==> config.mk <==
export PLATFORM = sky130hd
export DESIGN_NAME = twsh_arg_gen
export DESIGN_NICKNAME = d
export VERILOG_FILES = /design/src/sv/twsh_pkg.sv /design/src/sv/twsh_arg_gen.sv
export SDC_FILE = /design/constraint.sdc
export NUM_CORES = 2
export LEC_CHECK = 0
export ABC_CLOCK_PERIOD_IN_PS = 11950
export BUFFER_PORTS_ARGS = -buffer_cell sky130_fd_sc_hd__buf_2
export CAP_MARGIN = 20
export CORE_AREA = 2 2 359 361
export CTS_CLUSTER_SIZE = 28
export DETAILED_ROUTE_END_ITERATION = 16
export DIE_AREA = 0 0 361 363
export SLEW_MARGIN = 40
export SYNTH_ARGS = -nofsm -noshare
export SYNTH_HDL_FRONTEND = slang
export SYNTH_SLANG_ARGS = --single-unit
==> constraint.sdc <==
create_clock -name clk -period 11.95 [get_ports clk]
set_clock_uncertainty 0.2 [all_clocks]
set_input_delay 1.195 -clock clk [delete_from_list [all_inputs] [get_ports clk]]
set_output_delay 1.195 -clock clk [all_outputs]
set_load 0.01 [all_outputs]
==> src/sv/twsh_pkg.sv <==
// ----------------------------------------------------------------------------
// twsh_pkg
// Shared constants, mode codes and tanh table generator for the waveshaper.
// ----------------------------------------------------------------------------
package twsh_pkg;

    localparam int SAMPLE_BITS_DEF = 24;
    localparam int TABLE_DEPTH_DEF = 256;

    // saturation_mode codes
    localparam logic [1:0] MODE_TUBE   = 2'd0;
    localparam logic [1:0] MODE_TAPE   = 2'd1;
    localparam logic [1:0] MODE_HYBRID = 2'd2;

    // drive at or below 0.01 in Q0.16 passes the sample through
    localparam logic [15:0] DRIVE_FLOOR = 16'd655;

    // x^2 bias coefficients in Q0.16 (0.2 and 0.15)
    localparam logic [13:0] TAPE_COEF = 14'd13107;
    localparam logic [13:0] HYB_COEF  = 14'd9830;

    localparam logic [63:0] Q62_ONE = 64'd1 << 62;

    // floor(a*b / 2^62)
    function automatic logic [63:0] mul_q62(input logic [63:0] a, input logic [63:0] b);
        logic [127:0] p;
        p = {64'd0, a} * {64'd0, b};
        return p[125:62];
    endfunction

    // floor(n / d), restoring shift and subtract
    function automatic logic [63:0] div_u64(input logic [63:0] n, input logic [63:0] d);
        logic [63:0] q;
        logic [64:0] rem;
        q   = '0;
        rem = '0;
        for (int b = 63; b >= 0; b--)
        begin
            rem = {rem[63:0], n[b]};
            if (rem >= {1'b0, d})
            begin
                rem  = rem - {1'b0, d};
                q[b] = 1'b1;
            end
        end
        return q;
    endfunction

    // Table entry i: tanh(h*i/2) built as (1-e)/(1+e) with e = exp(-h)^i in Q.62,
    // result in Q.frac. Evaluated at elaboration only.
    function automatic logic [63:0] tanh_entry(input int idx, input logic [63:0] h,
                                               input int frac);
        logic [63:0] term;
        logic [63:0] pos;
        logic [63:0] neg;
        logic [63:0] r;
        logic [63:0] e;
        logic [63:0] e30;
        logic [63:0] den;
        logic [63:0] num;
        term = Q62_ONE;
        pos  = Q62_ONE;
        neg  = '0;
        e    = Q62_ONE;
        for (int k = 1; k < 32; k++)
        begin
            term = div_u64(mul_q62(term, h), 64'(k));
            if (k[0])
                neg = neg + term;
            else
                pos = pos + term;
        end
        r = pos - neg;
        for (int j = 0; j < idx; j++)
        begin
            e = mul_q62(e, r);
        end
        e30 = e >> 32;
        den = (64'd1 << 30) + e30;
        num = ((64'd1 << 30) - e30) << frac;
        return div_u64(num + (den >> 1), den);
    endfunction

endpackage

==> src/sv/twsh_arg_gen.sv <==
// ----------------------------------------------------------------------------
// twsh_arg_gen
// Five-stage front end: drive scaling, x^2 bias and tanh argument selection.
// ----------------------------------------------------------------------------
module twsh_arg_gen #(
    parameter int SAMPLE_BITS = twsh_pkg::SAMPLE_BITS_DEF
) (
    input  logic                          clk,
    input  logic                          rst_n,
    input  logic                          en,
    input  logic                          in_valid,
    input  logic signed [SAMPLE_BITS-1:0] in_sample,
    input  logic [15:0]                   drive_level,
    input  logic [1:0]                    saturation_mode,
    output logic                          out_valid,
    output logic signed [SAMPLE_BITS+1:0] arg1,
    output logic signed [SAMPLE_BITS+1:0] arg2,
    output logic signed [SAMPLE_BITS-1:0] out_sample
);
    import twsh_pkg::*;

    localparam int SB = SAMPLE_BITS;
    localparam int F  = SAMPLE_BITS - 1;

    logic                   v1_reg, v2_reg, v3_reg, v4_reg, v5_reg;
    logic signed [SB-1:0]   x1_reg, x2_reg, x3_reg, x4_reg, x5_reg;
    logic signed [SB+18:0]  prod2_reg;
    logic [2*SB-1:0]        sq2_reg;
    logic signed [SB+1:0]   a3_reg, a4_reg;
    logic [SB-1:0]          sq3_reg;
    logic [SB+13:0]         bp4_reg;
    logic signed [SB+1:0]   arg1_reg, arg2_reg;

    logic [17:0]            drive_mult;
    logic [SB-1:0]          ax;
    logic signed [SB+18:0]  prod2_next;
    logic [2*SB-1:0]        sq2_next;
    logic signed [SB+18:0]  a_sum;
    logic [2*SB-1:0]        sq_sum;
    logic [13:0]            coef;
    logic [SB+13:0]         bp_next;
    logic [SB+13:0]         b_sum;
    logic [SB-3:0]          bias;
    logic signed [SB+1:0]   ab;

    // m = 1 + 2*drive in Q.16
    assign drive_mult = 18'd65536 + {1'b0, drive_level, 1'b0};
    assign ax         = x1_reg[SB-1] ? SB'(-x1_reg) : SB'(x1_reg);
    assign prod2_next = x1_reg * $signed({1'b0, drive_mult});
    assign sq2_next   = (2 * SB)'(ax) * (2 * SB)'(ax);

    // round half up of x*m / 2^16 and x^2 / 2^F
    assign a_sum  = prod2_reg + $signed((SB + 19)'(32768));
    assign sq_sum = sq2_reg + ((2 * SB)'(1) << (F - 1));

    always_comb
    begin
        case (saturation_mode)
            MODE_TAPE: coef = TAPE_COEF;
            default:   coef = HYB_COEF;
        endcase
    end

    assign bp_next = (SB + 14)'(sq3_reg) * (SB + 14)'(coef);
    assign b_sum   = bp4_reg + (SB + 14)'(32768);
    assign bias    = b_sum[SB+13:16];
    assign ab      = a4_reg + $signed({4'b0000, bias});

    always_ff @(posedge clk or negedge rst_n)
    begin
        if (!rst_n)
        begin
            v1_reg <= 1'b0;
            v2_reg <= 1'b0;
            v3_reg <= 1'b0;
            v4_reg <= 1'b0;
            v5_reg <= 1'b0;
        end
        else if (en)
        begin
            v1_reg <= in_valid;
            v2_reg <= v1_reg;
            v3_reg <= v2_reg;
            v4_reg <= v3_reg;
            v5_reg <= v4_reg;
        end
    end

    always_ff @(posedge clk)
    begin
        if (en)
        begin
            x1_reg    <= in_sample;
            x2_reg    <= x1_reg;
            prod2_reg <= prod2_next;
            sq2_reg   <= sq2_next;
            x3_reg    <= x2_reg;
            a3_reg    <= a_sum[SB+17:16];
            sq3_reg   <= sq_sum[F+SB-1:F];
            x4_reg    <= x3_reg;
            a4_reg    <= a3_reg;
            bp4_reg   <= bp_next;
            x5_reg    <= x4_reg;
            arg2_reg  <= ab;
            case (saturation_mode)
                MODE_TUBE:   arg1_reg <= a4_reg;
                MODE_TAPE:   arg1_reg <= ab;
                MODE_HYBRID: arg1_reg <= a4_reg;
                default:     arg1_reg <= a4_reg;
            endcase
        end
    end

    assign out_valid  = v5_reg;
    assign arg1       = arg1_reg;
    assign arg2       = arg2_reg;
    assign out_sample = x5_reg;

endmodule

======== Yosys cells after proc, flatten, opt, wreduce, memory -nomap -nowiden ========
Cells that the tools add are included.
word-level totals
  input port bits ......................... 46
  word-level logic and storage cells ...... 31
  bits in registers ....................... 380
  output and inout port bits .............. 77
cells by class
  add/sub/neg operators ................... 6
  equal/unequal tests ..................... 1
  $mul .................................... 3
  muxes and demuxes ....................... 3
operators by type and width
  operator                                                          count
  47-bit by 23-bit adder with 47-bit output, second input constant  1
  24-bit by 24-bit multiplier with 47-bit output                    1
  42-bit by 17-bit adder with 42-bit output, second input constant  1
  24-bit by 19-bit multiplier with 42-bit output                    1
  38-bit by 16-bit adder with 38-bit output, second input constant  1
  24-bit by 14-bit multiplier with 38-bit output                    1
  26-bit by 23-bit adder with 26-bit output                         1
  26-bit two-way mux                                                1
  24-bit two-way mux                                                1
  24-bit negation                                                   1
  17-bit by 17-bit adder with 18-bit output, first input constant   1
  13-bit two-way mux                                                1
  2-bit by 1-bit == test with 1-bit output, second input constant   1

======== Depth between registers and ports, before layout ========
  depth in word-level cells ............... 3
  depth in mapped cells ................... 35

======== Worst setup path after synthesis ========
OpenSTA, ideal clock, no wires.
  kind .................................... register to register
  from .................................... register x1_reg[0]
  to ...................................... register sq2_reg[46] (data pin)
  stages on the path, launching flop included .. 34
  path buffers ............................ 3
  clock period less this slack ............ 8.733 ns
  setup slack ............................. 3.217 ns
  data arrival time ....................... 8.273 ns
  cells stage by stage .................... edfxtp_1 buf_2 inv_1 clkbuf_1 ha_1 nand4_1 or3_1 o21ai_1 xnor2_1 clkbuf_1 nand2_1 fa_1 inv_1 fa_1 fa_1 inv_1 fa_1 inv_1 fa_1 inv_1 fa_1 inv_1 fa_1 ha_1 a21o_1 a21o_1 a21oi_1 nor2_1 a221o_1 a21oi_4 o31ai_1 o41a_1 a21oi_1 xnor2_1
on the way
  longest elaborated chain between the ends .. 3
RTL lines
  item                                                line                RTL
  start, declared                                     twsh_arg_gen.sv:26  logic signed [SB-1:0] x1_reg, x2_reg, x3_reg, x4_reg, x5_reg;
  start signal, assigned                              twsh_arg_gen.sv:93  x1_reg <= in_sample;
  24-bit negation                                     twsh_arg_gen.sv:48  assign ax = x1_reg[SB-1] ? SB'(-x1_reg) : SB'(x1_reg);
  24-bit two-way mux (*)                              twsh_arg_gen.sv:48
  24-bit by 24-bit multiplier with 47-bit output (*)  twsh_arg_gen.sv:50  assign sq2_next = (2 * SB)'(ax) * (2 * SB)'(ax);
  via sq2_next[46]                                    twsh_arg_gen.sv:37  logic [2*SB-1:0] sq2_next;
  end signal, assigned                                twsh_arg_gen.sv:96  sq2_reg <= sq2_next;
  end, declared                                       twsh_arg_gen.sv:28  logic [2*SB-1:0] sq2_reg;
Mark *: on every way through the listed nets, which the timed path passes. The rest lies on a longest branch.
A chain may end at the register's enable or synchronous reset.

======== Worst setup path after layout ========
  from .................................... register x1_reg[10]
  to ...................................... register sq2_reg[46] (data pin)
Same word-level chain as after synthesis.

==> metrics <==
Synth Cell Area=49300 um^2; Most used DFF post-synth=edfxtp_1; final hold viol count=0; drt first-iter violations=2156; Reg2Reg Setup Slack=2.11 ns; # Post-CTS Setup Buffers=0; worst hold slack=0.194 ns; Ant. Diodes=0; flops & latches, synth=328; Skew-Pair Late Insertion Delay=0.61 ns; Tightest Pin Transition=0.909 ns; drt drc=0; CTS buffer count=38; core box area=127000 um^2; 1st-pass router iterations=5; global-route wire length before repair=192 mm; H-tree Lvls=2; share of cells above drive strength 1=6.10%; pre-CTS WS=2.17 ns; slowest CP cell=xor2_2; Hold Path Class=in -> async; EDFF count, synth=323; final wirelength=~120 mm; Post-DRT Antenna Nets=0; Slowest Stage Delay on Critical Path=0.55 ns; type of the worst setup path=reg -> reg; startpoint class of the critical path=flop; CTS Hold Bufs=0; sequential cell area=9820 um^2; crit path time final=9.84 ns; FFs w/ async S/R, synth=1.52%; Die ar.=about 130000 um^2; clock root cell=clkbuf_16; f_max=0.102 GHz; Max-slew headroom=39.0%; CTS Sinks=328; fill cell count=12100; CP Max Fanout=22; # IOs=123; initial antenna violation count=4; vias in the first global route=34200; routed via count=31800; Initial Util=38.8%; Syn Inst Count=around 4700; max cap viols=0; count of input and output buffers=122; Final Max Slew Viols=0; final period utilization=slightly above 80%; worst-case clock buffer depth=3; Seq/Total Area, Yosys=19.9%; number of flip-flops under the largest register name=27; unrepaired setup endpoints after global routing=false; GPL Wtd Cong=0.898; die height=363 um; Critical Path RT=12.11 ns; WP data arrival=about 10 ns; WL per Instance=18.4 um; Worst Setup End Kind=flop; total grt overflow=0; Netlist cell types=between 70 and 80; CTS clk-pin slew, worst paths=0.06 ns; All-Layer GR Usage=around a fifth; CTS tree=built; Die Wd=361 um; worst path buffer plus inverter count=7; # setup viols final=0; FP Rows=131; Detailed Place HPWL=98.8 mm; pin count of the biggest net entering global routing=164; setup TNS=0 ns; area of the multi-input gates=34600 um^2; syn_area_per_cell=10.4 um^2; via-per-instance ratio=a little under 5; CP top delay family=adder cells; Top cell by count, worst path=fa_1; Synth warnings=0; status=complete, no violations; post-cts gate resize count=0; min setup slack post-route=2.11 ns; Synth-to-Final Area Change=8.45%; Net count, final=about 6300
cell families after synthesis:
kind of cell	synth area share (%)
AND/OR/NAND/NOR	9.84
multiplexers	0.700
other	0.0152
buffers and inverters	10.5
AO/OA/AOI/OAI	3.63
adder cells (fa/ha/maj)	51.6
XOR/XNOR	3.79
flip-flops	19.9
cell usage in the layout (no fill, tap or decap), drive strengths merged, types with 4 or more instances in the layout:
master and instances:
nand2 526, and4 8, xnor2 139, nor3 22, o31a 4, mux2 28
nand3 46, a211oi 7, conb 62, a221oi 4, o21bai 16, fa 1006
xor2 71, clkinv 16, o21ai 51, and3 25, inv 1248, nor2b 13
dfrtp 5, and2 149, edfxtp 323, o31ai 9, nor2 243, a21oi 81
buf 169, a21o 31, clkinvlp 5, o211ai 9, a31oi 7, clkbuf 42
ha 424, o21a 15, nand4 25, nand2b 13, a21boi 4, or3 8
final cells by class:
type	count	share of cell area, %
clock inverters	26	0.515
well taps	1662	3.89
multi-input cells	3091	64.7
flip-flops and latches	328	18.4
repair buffers	169	1.93
clock buffers	42	1.81
inverters	1245	8.74
synth_stat cells, drive strengths merged (9+ instances only):
library cell,n,area [um^2]
o31ai,9,86.3
buf,27,113
xnor2,139,1220
clkbuf,102,383
fa,1006,20100
a21o,31,233
o21a,15,113
nand2,526,1970
mux2,28,315
o211ai,9,67.6
edfxtp,323,9700
nand4,25,156
ha,424,5310
a21oi,81,417
o21ai,51,259
nand3,46,230
nor2,243,915
and3,25,156
and2,149,932
inv,1244,4670
nor2b,13,81.3
nor3,22,110
xor2,71,644
o21bai,16,120
nand2b,13,81.3
final timing paths:
kind,start,cells past startpoint,to
worst max register to register,x1_reg[10]$_DFFE_PP_,31,sq2_reg[46]$_DFFE_PP_
max in group asynchronous,rst_n,1,v3_reg$_DFFE_PN0P_
min in group clk,a3_reg[20]$_DFFE_PP_,0,a4_reg[20]$_DFFE_PP_
worst min register to register,a3_reg[20]$_DFFE_PP_,0,a4_reg[20]$_DFFE_PP_
worst min-delay path,rst_n,1,out_valid$_DFFE_PN0P_
worst max-delay path,x1_reg[10]$_DFFE_PP_,31,sq2_reg[46]$_DFFE_PP_
stage by stage:
| stage | instances | utilization (%) | cell area (um^2) |
|---|---|---|---|
| after global routing | 6563 | 42.1 | 53500 |
| after global placement | 6492 | 41.0 | 52100 |
| final | 6563 | 42.1 | 53500 |
| after CTS | 6562 | 42.1 | 53400 |
| after detailed placement | 6494 | 41.1 | 52200 |
| after floorplan | 4793 | - | 49500 |
routing by layer:
layer	up-vias	global-route usage, %	wire (um)
li1	14500	-	-
met1	16200	26.4	54100
met2	954	30.1	54500
met3	169	4.16	9250
met4	6	5.14	3120
met5	-	0	40
Power is left out: the tool's default activity adds up to more than one toggle a clock period on the data nets, which glitch-free logic cannot reach.
