[src/sv/twsh_pkg.sv]
// ----------------------------------------------------------------------------
// twsh_pkg
// Shared constants, mode codes and tanh table generator for the waveshaper.
// ----------------------------------------------------------------------------
package twsh_pkg;

    localparam int SAMPLE_BITS_DEF = 24;
    localparam int TABLE_DEPTH_DEF = 256;

    // saturation_mode codes
    localparam logic [1:0] MODE_TUBE   = 2'd0;
    localparam logic [1:0] MODE_TAPE   = 2'd1;
    localparam logic [1:0] MODE_HYBRID = 2'd2;

    // drive at or below 0.01 in Q0.16 passes the sample through
    localparam logic [15:0] DRIVE_FLOOR = 16'd655;

    // x^2 bias coefficients in Q0.16 (0.2 and 0.15)
    localparam logic [13:0] TAPE_COEF = 14'd13107;
    localparam logic [13:0] HYB_COEF  = 14'd9830;

    localparam logic [63:0] Q62_ONE = 64'd1 << 62;

    // floor(a*b / 2^62)
    function automatic logic [63:0] mul_q62(input logic [63:0] a, input logic [63:0] b);
        logic [127:0] p;
        p = {64'd0, a} * {64'd0, b};
        return p[125:62];
    endfunction

    // floor(n / d), restoring shift and subtract
    function automatic logic [63:0] div_u64(input logic [63:0] n, input logic [63:0] d);
        logic [63:0] q;
        logic [64:0] rem;
        q   = '0;
        rem = '0;
        for (int b = 63; b >= 0; b--)
        begin
            rem = {rem[63:0], n[b]};
            if (rem >= {1'b0, d})
            begin
                rem  = rem - {1'b0, d};
                q[b] = 1'b1;
            end
        end
        return q;
    endfunction

    // Table entry i: tanh(h*i/2) built as (1-e)/(1+e) with e = exp(-h)^i in Q.62,
    // result in Q.frac. Evaluated at elaboration only.
    function automatic logic [63:0] tanh_entry(input int idx, input logic [63:0] h,
                                               input int frac);
        logic [63:0] term;
        logic [63:0] pos;
        logic [63:0] neg;
        logic [63:0] r;
        logic [63:0] e;
        logic [63:0] e30;
        logic [63:0] den;
        logic [63:0] num;
        term = Q62_ONE;
        pos  = Q62_ONE;
        neg  = '0;
        e    = Q62_ONE;
        for (int k = 1; k < 32; k++)
        begin
            term = div_u64(mul_q62(term, h), 64'(k));
            if (k[0])
                neg = neg + term;
            else
                pos = pos + term;
        end
        r = pos - neg;
        for (int j = 0; j < idx; j++)
        begin
            e = mul_q62(e, r);
        end
        e30 = e >> 32;
        den = (64'd1 << 30) + e30;
        num = ((64'd1 << 30) - e30) << frac;
        return div_u64(num + (den >> 1), den);
    endfunction

endpackage

[src/sv/twsh_post.sv]
// ----------------------------------------------------------------------------
// twsh_post
// Blend, makeup gain, rounding, output clamp and pass-through select.
// ----------------------------------------------------------------------------
module twsh_post #(
    parameter int SAMPLE_BITS = twsh_pkg::SAMPLE_BITS_DEF
) (
    input  logic                          clk,
    input  logic                          rst_n,
    input  logic                          en,
    input  logic                          in_valid,
    input  logic signed [SAMPLE_BITS-1:0] y1,
    input  logic signed [SAMPLE_BITS-1:0] y2,
    input  logic signed [SAMPLE_BITS-1:0] in_sample,
    input  logic [15:0]                   drive_level,
    input  logic [15:0]                   makeup_gain,
    input  logic [1:0]                    saturation_mode,
    input  logic                          bypass,
    output logic                          res_valid,
    output logic [SAMPLE_BITS-1:0]        res_sample
);
    import twsh_pkg::*;

    localparam int SB = SAMPLE_BITS;
    localparam int F  = SAMPLE_BITS - 1;
    localparam logic signed [SB+1:0] LIM_POS = {3'b000, {F{1'b1}}};
    localparam logic signed [SB+1:0] LIM_NEG = {3'b111, {F{1'b0}}};

    logic                  ve_reg, vf_reg;
    logic signed [SB-1:0]  y_e_reg;
    logic signed [SB-1:0]  x_e_reg, x_f_reg;
    logic                  pass_e_reg, pass_f_reg;
    logic signed [SB+16:0] prod_f_reg;

    logic signed [SB:0]    sum_e;
    logic signed [SB-1:0]  y_blend;
    logic                  pass;
    logic signed [SB+16:0] prod_next;
    logic signed [SB+16:0] r_sum;
    logic signed [SB+1:0]  rnd;
    logic signed [SB-1:0]  clamped;

    // floor((t1+t2)/2) is an arithmetic shift of the sum
    assign sum_e   = {y1[SB-1], y1} + {y2[SB-1], y2};
    assign y_blend = (saturation_mode == MODE_HYBRID) ? sum_e[SB:1] : y1;
    assign pass    = bypass || (drive_level <= DRIVE_FLOOR) || (saturation_mode > MODE_HYBRID);

    assign prod_next = y_e_reg * $signed({1'b0, makeup_gain});
    assign r_sum     = prod_f_reg + $signed((SB + 17)'(16384));
    assign rnd       = r_sum[SB+16:15];

    always_comb
    begin
        if (rnd > LIM_POS)
            clamped = LIM_POS[SB-1:0];
        else if (rnd < LIM_NEG)
            clamped = LIM_NEG[SB-1:0];
        else
            clamped = rnd[SB-1:0];
    end

    always_ff @(posedge clk or negedge rst_n)
    begin
        if (!rst_n)
        begin
            ve_reg <= 1'b0;
            vf_reg <= 1'b0;
        end
        else if (en)
        begin
            ve_reg <= in_valid;
            vf_reg <= ve_reg;
        end
    end

    always_ff @(posedge clk)
    begin
        if (en)
        begin
            y_e_reg    <= y_blend;
            x_e_reg    <= in_sample;
            pass_e_reg <= pass;
            prod_f_reg <= prod_next;
            x_f_reg    <= x_e_reg;
            pass_f_reg <= pass_e_reg;
        end
    end

    assign res_valid  = vf_reg;
    assign res_sample = pass_f_reg ? x_f_reg : clamped;

endmodule

[config.mk]
export PLATFORM = sky130hd
export DESIGN_NAME = twsh_post
export DESIGN_NICKNAME = d
export VERILOG_FILES = /design/src/sv/twsh_pkg.sv /design/src/sv/twsh_post.sv
export SDC_FILE = /design/constraint.sdc
export NUM_CORES = 1
export LEC_CHECK = 0
export ABC_CLOCK_PERIOD_IN_PS = 8350
export BUFFER_PORTS_ARGS = -buffer_cell sky130_fd_sc_hd__buf_2
export CORE_UTILIZATION = 60
export DETAILED_ROUTE_END_ITERATION = 10
export GPL_ROUTABILITY_DRIVEN = 0
export PLACE_DENSITY_LB_ADDON = 0.2
export SLEW_MARGIN = 30
export SYNTH_ARGS = -nofsm -noshare
export SYNTH_HDL_FRONTEND = slang
export SYNTH_SLANG_ARGS = --single-unit
[constraint.sdc]
create_clock -name clk -period 8.35 [get_ports clk]
set_input_delay 0.4175 -clock clk [delete_from_list [all_inputs] [get_ports clk]]
set_output_delay 0.4175 -clock clk [all_outputs]
set_load 0.02 [all_outputs]
Word-level counts from Yosys, hierarchy flattened

Cells that the tools add are included.

Bits in read-only memories: 0
Bits in latches: 0
Input bits: 111
Bits in writable memories: 0
Memories kept: 0
Word-level logic and storage cells: 22
Flip-flop bits (word level): 117
Output and inout port bits: 25

Muxes and demuxes: 4
$mul: 1
Shift operators: 0
$add $sub $neg: 2
Magnitude comparators: 4
Reduce and logical (&&, ||, !) cells: 2
Equal/unequal tests: 1
Bitwise gates (word level): 0
Divide/modulo/power cells: 0

Operators by type and width:

| cell                                                              | count |
|---|---|
| two-way mux 24 bit                                                | 4 |
| adder 41 x 16 -> 41 bit (second input constant)                   | 1 |
| multiplier 24 x 17 -> 41 bit                                      | 1 |
| > comparator 26 x 24 -> 1 bit (second input constant)             | 1 |
| < comparator 26 x 24 -> 1 bit (second input constant)             | 1 |
| adder 24 x 24 -> 25 bit                                           | 1 |
| less-or-equal comparator 16 x 10 -> 1 bit (second input constant) | 1 |
| == test 2 bit (second input constant)                             | 1 |
| > comparator 2 bit (second input constant)                        | 1 |
| logical OR 1 bit                                                  | 2 |

Longest topological paths before layout

Depth in word-level cells: 5
Gate-level depth with buffers: 24
Gate-level depth less buffers: 23

Least setup slack after synthesis

No wires, ideal clock.

Kind: input to register
Start point: input port makeup_gain[5]
End point: register prod_f_reg[40] (data pin)
Data required time: 8090 ps
Path slack: 2302 ps
Arrival time: 5788 ps
Buffers on the path: 2
Stages on the path: 19
Setup time: 260 ps
Path through: clkbuf_1 and2_1 fa_1 fa_1 fa_1 fa_1 fa_1 inv_1 fa_1 inv_1 ha_1 clkbuf_1 a21oi_1 nor2b_1 or3_1 nor3_1 o211ai_1 a31oi_1 xnor2_1

Longest elaborated chain between the ends: 1

RTL lines:

| what                         | line            | source |
|---|---|---|
| start, declared              | twsh_post.sv:16 | `input logic [15:0] makeup_gain,` |
| multiplier 24 x 17 -> 41 bit | twsh_post.sv:48 | `assign prod_next = y_e_reg * $signed({1'b0, makeup_gain});` |
| named net prod_next[40]      | twsh_post.sv:38 | `logic signed [SB+16:0] prod_next;` |
| end signal, assigned         | twsh_post.sv:83 | `prod_f_reg <= prod_next;` |
| end, declared                | twsh_post.sv:33 | `logic signed [SB+16:0] prod_f_reg;` |

The timed path passes the listed nets, and every way through them passes these cells.
A chain may end at the register's enable or synchronous reset.

Final worst setup path

Start point: register y_e_reg[10]
End point: register prod_f_reg[39] (data pin)

Longest elaborated chain between the ends: 1

RTL lines:

| what                         | line            | source |
|---|---|---|
| start, declared              | twsh_post.sv:30 | `logic signed [SB-1:0] y_e_reg;` |
| start signal, assigned       | twsh_post.sv:80 | `y_e_reg <= y_blend;` |
| multiplier 24 x 17 -> 41 bit | twsh_post.sv:48 |  |
| named net prod_next[39]      | twsh_post.sv:38 |  |

The timed path passes the listed nets, and every way through them passes these cells.

==> reports/qor.yml <==
status:
  run_status: "finished, final reports clean"
routing:
  first_iter_violations: 686
  drc: 0
  wl_per_cell_um: 16.61
  ant_nets: 0
  totalWireLength_um: 40670
  via_count: 13380
  drt-vias-per-instance: 5.467
  first_pass_iters: 6
critical_path:
  r2r-end: "prod_f_reg[39]$_DFFE_PP_"
  slowest_delay_ns: 0.84
  crit_type: "reg2reg"
  worstPathMaxFanout: 16
  r2r_start: "y_e_reg[10]$_DFFE_PP_"
  r2r_cells: 19
  slowest_stage: "edfxtp_1"
  cp-start-kind: "register"
  reg2reg_setup_slack_ns: 1.57
  path_cells: "nand2_1 -> fa_1 -> fa_1 -> fa_1 -> inv_1 -> fa_1 -> fa_1 -> inv_1 -> fa_1 -> inv_1 -> ha_1 -> nand4_1 -> a211oi_2 -> o21ai_2 -> a311oi_2 -> a21oi_2 -> o211ai_1 -> nand2_1 -> xnor2_1"
  cp_common_cell: "fa_1"
  cp-end-kind: "register"
  crit_arrival_ns: 6.89
  worstPathRequired_ns: 8.45
hold_path:
  min_path_type: "in2reg"
  whs_endpoint: "x_e_reg[6]$_DFFE_PP_"
  hold_depth: 1
  min_from: "in_sample[6]"
layout:
  nets: 2657
  syn_to_final_growth_pct: 6.607
  utilization_pct: 65.26
  fill_cells: 2547
  drive_gt1_share_pct: 8.382
  largest_register_ffs: 27
  antenna_cells: 0
die:
  die-height_um: 179.1
  fp.dieArea_um2: 32080
  num_rows: 64
  pin_count: 136
  core_um2: 30750
  die_w_um: 179.1
  initial_utilization_pct: 61.21
synthesis:
  synthTopCellsByArea: "fa_1 (40%), edfxtp_1 (16%), inv_1 (9.0%)"
  synth-async-reset-ratio_pct: 1.942
  synth_top_area_cell: "fa_1"
  syn-mean-instance-area_um2: 9.560
  ys.flop_type: "edfxtp_1"
  syn-num-nets: 2579
  netlist_instances: 1969
  synth.ff_latch_count: 103
  ys_seq_area_share_pct: 16.38
  ys_types: 61
  synth_top_area_share_pct: 39.99
  synth_edf_count: 101
  syn-cell-area_um2: 18820
  synth_warnings: 0
cts:
  cts-resized-gates: 0
  clkTransAtPathRegs_ns: 0.09
  cts_max_level: 3
  clock_latency_ns: 0.38
  cts_max_path_buffers: 2
  cts_tree: "built"
  ctsHoldBuffers: 1
  cts.root.buffer_cell: "clkbuf_16"
  cts_buffers: 9
  postCtsSetupBuffers: 0
  cts_num_sinks: 103
global_routing:
  grt_pass1_wl_um: 68270
  grt_pass1_vias: 14290
  grt.total_usage_pct: 27.77
  grt_overflow: 0
  antenna_found_initial: 0
  grt_start_max_net_pins: 54
job:
  maxCapViolCount: 0
sta:
  tightest_slew_ns: 0.8463
  fin_crit_ns: 6.781
  worst_clock_skew_ns: 0.01179
  drv_slew: 0
  fin_setup_tns_ns: 0
  fmaxAchievable_mhz: 147.5
  hold_ws_ns: 0.2058
  fin_crit_sh_pct: 81.21
  setup_viol_count_final: 0
  rsz0062_at_grt: "false"
  finalHoldViolations: 0
  relSlewSlack_pct: 43.58
placement:
  dp_hpwl_um: 32250
  port_buffers: 131
synthesized netlist by cell type, drive strengths merged (2+ instances only):
library cell  instances
or3                   2
a41oi                 2
xnor2                46
ha                  123
inv                 453
and2                169
edfxtp              101
a21o                 16
o21bai                5
a211o                 2
o31ai                 5
o21ai                47
buf                   4
and3                 13
a221o                 2
mux2                  2
o211ai                2
a21boi                3
o31a                  2
fa                  376
and4                  4
xor2                 22
clkbuf               66
nor4b                 2
nand2               290
o21a                  9
or2                   2
nor2                 31
a21oi                63
nor3                 12
nand3                19
dfrtp                 2
a31oi                 6
nor2b                31
a211oi                6
a311oi                3
nand2b                7
nand4                 8
cells by family after synthesis:
family | share of synthesized area [%]
compound gates | 5.963
xor+xnor | 3.164
fa+ha+maj | 48.17
buf+inv | 10.52
flops | 16.38
mux | 0.1728
simple gates | 15.63
worst max path at each step:
stage | startpoint | to | depth (start not counted)
6_report | y_e_reg[10]$_DFFE_PP_ | prod_f_reg[39]$_DFFE_PP_ | 19
5_1_grt | y_e_reg[10]$_DFFE_PP_ | prod_f_reg[40]$_DFFE_PP_ | 19
4_1_cts | y_e_reg[8]$_DFFE_PP_ | prod_f_reg[40]$_DFFE_PP_ | 20
3_5_place_dp | makeup_gain[8] | prod_f_reg[29]$_DFFE_PP_ | 23
3_3_place_gp | makeup_gain[2] | prod_f_reg[40]$_DFFE_PP_ | 20
2_1_floorplan | makeup_gain[5] | prod_f_reg[40]$_DFFE_PP_ | 19
per-stage QoR:
step                      cells  setup slack (ns)  instance area (um2)
after floorplan            1969             2.302                18820
after global placement     2430             1.616                19730
after detailed placement   2430             1.566                19730
after CTS                  2447             1.577                20050
after global routing       2448             1.261                20070
final                      2448             1.569                20070
cell usage in the layout, fill, tap and decap left out, drive strengths merged, types with 4 or more instances in the layout:
| master | count |
|---|---|
| inv | 456 |
| fa | 376 |
| nand2 | 290 |
| and2 | 169 |
| buf | 136 |
| ha | 123 |
| edfxtp | 101 |
| a21oi | 63 |
| o21ai | 47 |
| xnor2 | 46 |
| nor2 | 31 |
| nor2b | 31 |
| xor2 | 22 |
| nand3 | 19 |
| a21o | 16 |
| and3 | 13 |
| nor3 | 12 |
| o21a | 9 |
| clkbuf | 9 |
| nand4 | 8 |
| nand2b | 7 |
| a31oi | 6 |
| a211oi | 6 |
| o21bai | 5 |
| o31ai | 5 |
| and4 | 4 |
| clkinv | 4 |
metal layers:
layer	up-vias	part of all wire, %	GRT usage [%]
li1	6102	-	-
met2	353	53	51.00
met5	-	0	0
met1	6836	39	33.61
met4	0	3.0	9.489
met3	91	4.4	3.287
area by class of cell:
| type | instances | area (um2) | share of cell area, % |
|---|---|---|---|
| repair buffers | 137 | 709.4 | 3.535 |
| well taps | 396 | 495.5 | 2.469 |
| multi-input cells | 1343 | 13770 | 68.61 |
| clock buffers | 9 | 225.2 | 1.122 |
| clock inverters | 7 | 86.33 | 0.4302 |
| inverters | 453 | 1700 | 8.474 |
| flip-flops and latches | 103 | 3083 | 15.36 |
worst max-delay path, delay by kind of cell (launching register included):
family,cells,cell delay [ns]
xor+xnor,1,0.17
fa+ha+maj,7,3.33
compound gates,5,1.57
flops,1,0.84
simple gates,3,0.44
buf+inv,3,0.15
Power is left out: the tool's default activity adds up to more than one toggle a clock period on the data nets, which glitch-free logic cannot reach.
